===== src/skf_pkg.sv =====
// skf_pkg: widths, reset values, register indexes and beat types of the scalar kalman filter
// no dependencies; imported by every module of the block
package skf_pkg;

	localparam int DATA_W  = 32;
	localparam int FRAC_W  = 16;
	localparam int GAIN_W  = FRAC_W + 1;

	// fixed point one and the reset values of the registers
	localparam logic [GAIN_W-1:0] ONE_G      = GAIN_W'(1) << FRAC_W;
	localparam logic [DATA_W-1:0] ONE_FX     = DATA_W'(1) << FRAC_W;
	localparam logic [DATA_W-1:0] RST_EST    = ONE_FX;
	localparam logic [DATA_W-1:0] RST_VAR    = ONE_FX;
	localparam logic [DATA_W-1:0] RST_QNOISE = ONE_FX >> 1;
	localparam logic [DATA_W-1:0] RST_RNOISE = (ONE_FX + DATA_W'(5)) / DATA_W'(10);

	// register indexes
	localparam int CFG_IDX_W = 2;
	localparam logic [CFG_IDX_W-1:0] CFG_INIT_EST = 2'd0;
	localparam logic [CFG_IDX_W-1:0] CFG_INIT_VAR = 2'd1;
	localparam logic [CFG_IDX_W-1:0] CFG_QNOISE   = 2'd2;
	localparam logic [CFG_IDX_W-1:0] CFG_RNOISE   = 2'd3;

	// restoring divider: integer bit plus one bit per fraction bit
	localparam int DIV_STEPS = FRAC_W + 1;
	localparam int DIV_CNT_W = $clog2(DIV_STEPS);

	typedef struct packed {
		logic signed [DATA_W-1:0] measurement;
		logic                     sample_missing;
	} skf_in_t;

	typedef struct packed {
		logic signed [DATA_W-1:0] estimate;
		logic        [DATA_W-1:0] variance;
		logic        [GAIN_W-1:0] gain;
	} skf_out_t;

	// controller to datapath commands
	typedef struct packed {
		logic load;    // capture the input beat
		logic pred;    // predicted variance and divider setup
		logic div;     // one divider step
		logic mule;    // gain times innovation magnitude
		logic mulv;    // estimate update and variance product
		logic commit;  // write state and output register
	} skf_cmd_t;

endpackage


===== src/skf_ctrl.sv =====
// skf_ctrl: sequencer of the scalar kalman filter, owns the handshakes
// depends on skf_pkg
module skf_ctrl (
	input  logic            clk,
	input  logic            arst_n,
	input  logic            in_valid,
	output logic            in_ready,
	output logic            out_valid,
	input  logic            out_ready,
	output skf_pkg::skf_cmd_t cmd
);
	import skf_pkg::*;

	localparam logic [2:0] S_IDLE = 3'd0;
	localparam logic [2:0] S_PRED = 3'd1;
	localparam logic [2:0] S_DIV  = 3'd2;
	localparam logic [2:0] S_MULE = 3'd3;
	localparam logic [2:0] S_MULV = 3'd4;
	localparam logic [2:0] S_DONE = 3'd5;

	localparam logic [DIV_CNT_W-1:0] DIV_LAST = DIV_CNT_W'(DIV_STEPS - 1);

	logic [2:0]           state_q;
	logic [DIV_CNT_W-1:0] div_cnt_q;
	logic                 out_valid_q;
	logic                 commit;

	assign in_ready  = (state_q == S_IDLE);
	assign out_valid = out_valid_q;
	// output slot free, or being emptied this cycle
	assign commit    = (state_q == S_DONE) && (!out_valid_q || out_ready);

	always_comb begin
		cmd        = '0;
		cmd.load   = in_ready && in_valid;
		cmd.pred   = (state_q == S_PRED);
		cmd.div    = (state_q == S_DIV);
		cmd.mule   = (state_q == S_MULE);
		cmd.mulv   = (state_q == S_MULV);
		cmd.commit = commit;
	end

	always_ff @(posedge clk or negedge arst_n) begin
		if (!arst_n) begin
			state_q     <= S_IDLE;
			div_cnt_q   <= '0;
			out_valid_q <= 1'b0;
		end else begin
			if (commit) begin
				out_valid_q <= 1'b1;
			end else if (out_ready) begin
				out_valid_q <= 1'b0;
			end
			unique case (state_q)
				S_IDLE: begin
					if (in_valid) begin
						state_q <= S_PRED;
					end
				end
				S_PRED: begin
					div_cnt_q <= '0;
					state_q   <= S_DIV;
				end
				S_DIV: begin
					div_cnt_q <= div_cnt_q + DIV_CNT_W'(1);
					if (div_cnt_q == DIV_LAST) begin
						state_q <= S_MULE;
					end
				end
				S_MULE: state_q <= S_MULV;
				S_MULV: state_q <= S_DONE;
				S_DONE: begin
					if (commit) begin
						state_q <= S_IDLE;
					end
				end
				default: state_q <= S_IDLE;
			endcase
		end
	end

endmodule


===== src/skf_datapath.sv =====
// skf_datapath: registers, filter state, restoring divider and shared multiplier
// depends on skf_pkg; driven by skf_ctrl commands
module skf_datapath (
	input  logic                        clk,
	input  logic                        arst_n,
	input  skf_pkg::skf_cmd_t           cmd,
	input  skf_pkg::skf_in_t            in_data,
	input  logic                        cfg_we,
	input  logic [skf_pkg::CFG_IDX_W-1:0] cfg_index,
	input  logic [skf_pkg::DATA_W-1:0]  cfg_wdata,
	output skf_pkg::skf_out_t           out_data
);
	import skf_pkg::*;

	localparam int DEN_W  = DATA_W + 1;
	localparam int REM_W  = DATA_W + 2;
	localparam int MAG_W  = DATA_W + 1;
	localparam int PROD_W = MAG_W + GAIN_W;
	localparam int SUM_W  = DATA_W + 2;

	// configuration and filter state
	logic [DATA_W-1:0] qnoise_q, rnoise_q;
	logic [DATA_W-1:0] est_q, var_q;

	// per-item working registers
	logic [DATA_W-1:0] meas_q, ppred_q, nest_q;
	logic [DEN_W-1:0]  den_q;
	logic              den_zero_q;
	logic [REM_W-1:0]  rem_q;
	logic [GAIN_W-1:0] quo_q;
	logic [PROD_W-1:0] prod_q;
	logic              neg_q;
	skf_out_t          out_q;

	logic [DATA_W:0]   sum_pq;
	logic [DATA_W-1:0] ppred_w;
	logic [DEN_W-1:0]  den_w;
	logic              ge;
	logic [REM_W-1:0]  rem_sub;
	logic [GAIN_W-1:0] gain_w;
	logic [MAG_W-1:0]  diff, mag;
	logic [MAG_W-1:0]  mul_a;
	logic [GAIN_W-1:0] mul_b;
	logic [PROD_W-1:0] product;
	logic [MAG_W-1:0]  corr;
	logic [SUM_W-1:0]  est_ext, nest_sum;

	always_comb begin
		// saturating prediction of the variance
		sum_pq  = {1'b0, var_q} + {1'b0, qnoise_q};
		ppred_w = sum_pq[DATA_W] ? '1 : sum_pq[DATA_W-1:0];
		den_w   = {1'b0, ppred_w} + {1'b0, rnoise_q};

		// one restoring step
		ge      = (rem_q >= REM_W'(den_q));
		rem_sub = ge ? (rem_q - REM_W'(den_q)) : rem_q;
		gain_w  = den_zero_q ? '0 : quo_q;

		// innovation magnitude and sign
		diff = {meas_q[DATA_W-1], meas_q} - {est_q[DATA_W-1], est_q};
		mag  = diff[MAG_W-1] ? (~diff + MAG_W'(1)) : diff;

		// shared multiplier
		if (cmd.mulv) begin
			mul_a = {1'b0, ppred_q};
			mul_b = ONE_G - gain_w;
		end else begin
			mul_a = mag;
			mul_b = gain_w;
		end
		product = PROD_W'(mul_a) * PROD_W'(mul_b);

		// correction is at most the magnitude, so the estimate stays in range
		corr     = prod_q[FRAC_W +: MAG_W];
		est_ext  = {{2{est_q[DATA_W-1]}}, est_q};
		nest_sum = neg_q ? (est_ext - SUM_W'(corr)) : (est_ext + SUM_W'(corr));
	end

	always_ff @(posedge clk or negedge arst_n) begin
		if (!arst_n) begin
			qnoise_q   <= RST_QNOISE;
			rnoise_q   <= RST_RNOISE;
			est_q      <= RST_EST;
			var_q      <= RST_VAR;
		end else begin
			if (cfg_we) begin
				unique case (cfg_index)
					CFG_INIT_EST: est_q    <= cfg_wdata;
					CFG_INIT_VAR: var_q    <= cfg_wdata;
					CFG_QNOISE:   qnoise_q <= cfg_wdata;
					CFG_RNOISE:   rnoise_q <= cfg_wdata;
					default: ;
				endcase
			end else if (cmd.commit) begin
				est_q <= nest_q;
				var_q <= prod_q[FRAC_W +: DATA_W];
			end
		end
	end

	always_ff @(posedge clk) begin
		if (cmd.load) begin
			meas_q <= in_data.sample_missing ? est_q : in_data.measurement;
		end
		if (cmd.pred) begin
			ppred_q    <= ppred_w;
			den_q      <= den_w;
			den_zero_q <= (den_w == '0);
			rem_q      <= REM_W'(ppred_w);
			quo_q      <= '0;
		end
		if (cmd.div) begin
			rem_q <= {rem_sub[REM_W-2:0], 1'b0};
			quo_q <= {quo_q[GAIN_W-2:0], ge};
		end
		if (cmd.mule) begin
			prod_q <= product;
			neg_q  <= diff[MAG_W-1];
		end
		if (cmd.mulv) begin
			nest_q <= nest_sum[DATA_W-1:0];
			prod_q <= product;
		end
		if (cmd.commit) begin
			out_q.estimate <= nest_q;
			out_q.variance <= prod_q[FRAC_W +: DATA_W];
			out_q.gain     <= gain_w;
		end
	end

	assign out_data = out_q;

endmodule


===== src/scalar_kalman_filter.sv =====
// scalar_kalman_filter: top level of the one-dimensional kalman filter, q16.16
// depends on skf_pkg, skf_ctrl and skf_datapath
//
//  channel   direction  handshake             payload
//  in        into       in_valid / in_ready    in_data   (skf_in_t)
//  out       out of     out_valid / out_ready  out_data  (skf_out_t)
//  cfg       into       cfg_we                 cfg_index, cfg_wdata
//
// after acceptance, an input beat passes through one predict step, 17 steps of the
// restoring gain divider, two passes through the shared multiplier and one commit;
// the block then returns to idle before it takes the next input beat.
// the result is loaded into the output register at the commit.
// a stalled output beat holds the commit; the next input beat is not taken
// while it waits. reset reloads the filter state from the register reset values.
module scalar_kalman_filter (
	input  logic                          clk,
	input  logic                          arst_n,
	input  logic                          in_valid,
	output logic                          in_ready,
	input  skf_pkg::skf_in_t              in_data,
	output logic                          out_valid,
	input  logic                          out_ready,
	output skf_pkg::skf_out_t             out_data,
	input  logic                          cfg_we,
	input  logic [skf_pkg::CFG_IDX_W-1:0] cfg_index,
	input  logic [skf_pkg::DATA_W-1:0]    cfg_wdata
);
	import skf_pkg::*;

	// command bundle from the sequencer to the datapath
	skf_cmd_t cmd;

	// sequencer: handshakes, divider step count, output beat valid
	skf_ctrl u_ctrl (
		.clk       (clk),
		.arst_n    (arst_n),
		.in_valid  (in_valid),
		.in_ready  (in_ready),
		.out_valid (out_valid),
		.out_ready (out_ready),
		.cmd       (cmd)
	);

	// datapath: registers, estimate and variance state, divider, multiplier
	skf_datapath u_dp (
		.clk       (clk),
		.arst_n    (arst_n),
		.cmd       (cmd),
		.in_data   (in_data),
		.cfg_we    (cfg_we),
		.cfg_index (cfg_index),
		.cfg_wdata (cfg_wdata),
		.out_data  (out_data)
	);

endmodule


===== config.mk =====
export PLATFORM = sky130hd
export DESIGN_NAME = scalar_kalman_filter
export DESIGN_NICKNAME = d
export VERILOG_FILES = /design/src/skf_pkg.sv /design/src/skf_ctrl.sv /design/src/skf_datapath.sv /design/src/scalar_kalman_filter.sv
export SDC_FILE = /design/constraint.sdc
export NUM_CORES = 2
export LEC_CHECK = 0
export BUFFER_PORTS_ARGS = -buffer_cell sky130_fd_sc_hd__buf_2
export CAP_MARGIN = 20
export CELL_PAD_IN_SITES_DETAIL_PLACEMENT = 1
export CELL_PAD_IN_SITES_GLOBAL_PLACEMENT = 2
export CORE_ASPECT_RATIO = 1.75
export CORE_MARGIN = 8
export CORE_UTILIZATION = 38
export CTS_CLUSTER_DIAMETER = 40
export DETAILED_ROUTE_END_ITERATION = 12
export PLACE_DENSITY_LB_ADDON = 0.1
export SYNTH_ARGS = -nofsm -noshare
export SYNTH_HDL_FRONTEND = slang
export SYNTH_HIERARCHICAL = 1
export SYNTH_SLANG_ARGS = --single-unit

===== constraint.sdc =====
create_clock -name clk -period 10.04 [get_ports clk]
set_input_delay 2.008 -clock clk [delete_from_list [all_inputs] [get_ports clk]]
set_output_delay 2.008 -clock clk [all_outputs]
set_load 0.02 [all_outputs]

==> summary.md <==
| Metric | Value |
|---|---|
| Combinational family with the most area after synthesis | adder cells |
| Max reg flops | 81 |
| Final Util | between 40% and 50% |
| Final-report hold violation count | 0 |
| Syn-to-layout area delta | 22.2% |
| Post-synth net total | approximately 5300 |
| CP max FO | 4 |
| Adder-cell share of the synthesized area | 29.8% |
| Syn_area_per_cell | slightly below 10 sq um |
| Worst Setup SP | u_dp/est_q[0]$_DFFE_PN0P_ |
| Num rows | approximately 160 |
| Iter 0 DRT Violations | 1418 |
| Post-synth EDFFs | just under 300 |
| Vias in the first global route | 39800 |
| Largest stage delay, worst path | 0.58 ns |
| Detailed-placement wirelength estimate | between 100000 and 150000 um |
| Worst reg2reg path depth | 36 |
| Vias | around 35000 |
| Root Driver | clkbuf_16 |
| Crit-path slowest cell | fa_1 |
| Finished Layout Cells | approximately 6600 |
| CTS tree | done |
| Post-Syn Area | between 0.04 and 0.05 sq mm |
| RR Endpoint | u_dp/prod_q[46]$_DFFE_PP_ |
| Routed vias/inst | about 5.3 |
| Num CTS Buffers | 72 |
| Count of different cell masters after synthesis | 91 |
| Critical Path End Type | flop |
| Worst min-delay path category | flop to flop |
| Crit path depth | 36 |
| Critical Path Start Type | flop |
| Drt first pass iters | 4 |
| First-pass GRT wire length | between 200000 and 300000 um |
| Post-synthesis mux area share | approximately 5% |
| Max Cap Viol | 0 |
| Crit-path most repeated cell | fa_1 |
| Wire per inst | between 20 and 30 um |
| Die area | 0.124 sq mm |
| Crit-path leading delay family | adder cells |
| Synth Warn # | 6 |
| Achievable clock frequency | ~100 MHz |
| Fraction of registers with async set/reset | a little under a third |
| Fin nets | a little under 6000 |
| IO buf count | 154 |
| Core Region | approximately 0.11 sq mm |
| Max-slew headroom | approximately a quarter |
| Clk Latency, worst-skew pair | a little under 0.7 ns |
| Max Slew Vio Count | 0 |
| Largest net degree at the start of global routing | 75 |
| Sequential share of the synthesized area | around 29% |
| Worst Tran Pin Value | around 1.1 ns |
| Grt total ovfl | 0 |
| Critical path class | flop to flop |
| CTS H-tree depth | 3 |
| Die X | 270 um |
| Initial antenna violation count | 21 |
| Final GP Congestion | just over 0.9 |
| Cells after Synth | between 4000 and 5000 |
| Compound-gate portion of the synthesized area | 10.7% |
| IO Count | around 160 |
| Placed cells | about 6400 |
| Share of cells above drive strength 1 | a little over a fifth |
| Post-Route WL | 172000 um |
| FF+latch count, synth | ~430 |
| Worst hold slack | ~0.46 ns |
| Worst path buffer plus inverter count | 6 |
| Main flop type after synthesis | edfxtp_1 |
| R2R Setup Slk | ~0.0090 ns |
| WP data required | 10.44 ns |
| FILL cells | 12700 |
| Worst-path clk slew | 0.05 ns |
| Sink Count | between 400 and 500 |
| Synth Area in XOR/XNOR | 4.48% |
| Simple-gate portion of the synthesized area | 14.1% |
| Starting Density | about two fifths |
| RSZ-0062 raised after global routing | yes |
| Crit path time final | between 10 and 15 ns |
| Overall Global Routing Usage | 27.6% |
| FF-to-FF Start | u_dp/est_q[0]$_DFFE_PN0P_ |
| Hold path cells | 0 |
| Residual DRC count | 0 |
| Outcome | complete, no violations |
| Clock Skew | between 0.03 and 0.04 ns |
| Final period util | between 90% and 100% |
| Final Setup Violations | 0 |
| Die Ht | 461 um |
| Routed Antenna Nets | 0 |
| Clk buf depth | 3 |
| WP data arrival | between 10 and 15 ns |
| Critical Path End | u_dp/prod_q[46]$_DFFE_PP_ |
-- layout make-up --
type / instances / area [sq um] / area share, %
Timing Repair Buffer: 673 / 4810 / 9.18
Inverter: 672 / 2540 / 4.84
Clock buffer: 84 / 1910 / 3.64
Tap cell: 1485 / 1860 / 3.54
Clock inverter: 48 / 577 / 1.10
Antenna cell: 9 / 22.5 / 0.0429
Multi-Input combinational cell: 3191 / 28500 / 54.2
Sequential cell: 432 / 12300 / 23.4
-- routing by layer --
layer	GRT usage (%)	vias to the layer above	wire, um
li1	-	15900	-
met1	25.8	18100	56700
met2	54.5	750	96000
met3	3.85	404	5400
met4	18.7	6	14100
met5	0	-	28
-- metrics by stage --
| step | TNS [ns] | worst slack [ns] | area (sq um) |
|---|---|---|---|
| 6_report | 0 | 0.00895 | 52500 |
| 5_1_grt | -1.40 | -0.201 | 52500 |
| 4_1_cts | -0.379 | -0.127 | 52000 |
| 3_5_place_dp | -11.00 | -0.890 | 48800 |
| 3_3_place_gp | -8.78 | -0.821 | 48800 |
| 2_1_floorplan | 0 | 0.0232 | 42900 |
-- timing repair --
| action | 4_1_cts | 5_1_grt |
|---|---|---|
| cloned | 0 | 0 |
| buffers inserted | 28 | 14 |
| endpoints found under the setup margin | 23 | 23 |
| endpoints found under the hold margin | 0 | 0 |
| pin swaps | 95 | 66 |
| gates resized for setup | 122 | 78 |
| hold buffers | 0 | 0 |
-- Yosys cell counts (44+ instances only) --
cell	n	area, sq um
edfxtp_1	294	8830
nor2b_1	44	275
inv_1	670	2510
xor2_1	69	604
dfrtp_1	127	3180
mux2i_1	85	851
o21ai_0	176	881
a21o_1	73	548
xnor2_1	149	1310
and2_1	109	682
nor2_1	295	1110
fa_1	466	9330
ha_1	276	3450
mux2_2	118	1330
nand2_1	567	2130
nor3_1	55	275
clkbuf_1	130	488
a21oi_1	204	1020
-- how the worst min path moves through the flow --
| stage | from | end |
|---|---|---|
| 2_1_floorplan | u_dp/nest_q[0]$_DFFE_PP_ | u_dp/out_data[49]$_DFFE_PP_ |
| 3_3_place_gp | u_dp/nest_q[17]$_DFFE_PP_ | u_dp/out_data[66]$_DFFE_PP_ |
| 3_5_place_dp | u_dp/nest_q[15]$_DFFE_PP_ | u_dp/out_data[64]$_DFFE_PP_ |
| 4_1_cts | u_dp/nest_q[16]$_DFFE_PP_ | u_dp/out_data[65]$_DFFE_PP_ |
| 5_1_grt | u_dp/nest_q[12]$_DFFE_PP_ | u_dp/out_data[61]$_DFFE_PP_ |
| 6_report | u_dp/nest_q[12]$_DFFE_PP_ | u_dp/out_data[61]$_DFFE_PP_ |
-- layout by cell type (no fill, tap or decap), types with 85 or more instances in the layout --
cell      count
a21oi_1     189
nor2_1      284
edfxtp_1    294
o21ai_0     157
buf_4       500
dfrtp_1     127
buf_2       152
mux2i_1      85
inv_1       656
mux2_2      105
nand2_1     556
fa_1        451
and2_1      104
ha_1        261
xnor2_1     134
-- cell families after synthesis --
kind of cell	count (synthesis)
buffers and inverters	826
AND/OR/NAND/NOR	1307
XOR/XNOR	219
adder cells (fa/ha/maj)	742
AO/OA/AOI/OAI	720
multiplexers	203
flip-flops	432
Power is not shown: default switching activity piles up to over one toggle a cycle in this logic, so the estimate is an artifact.
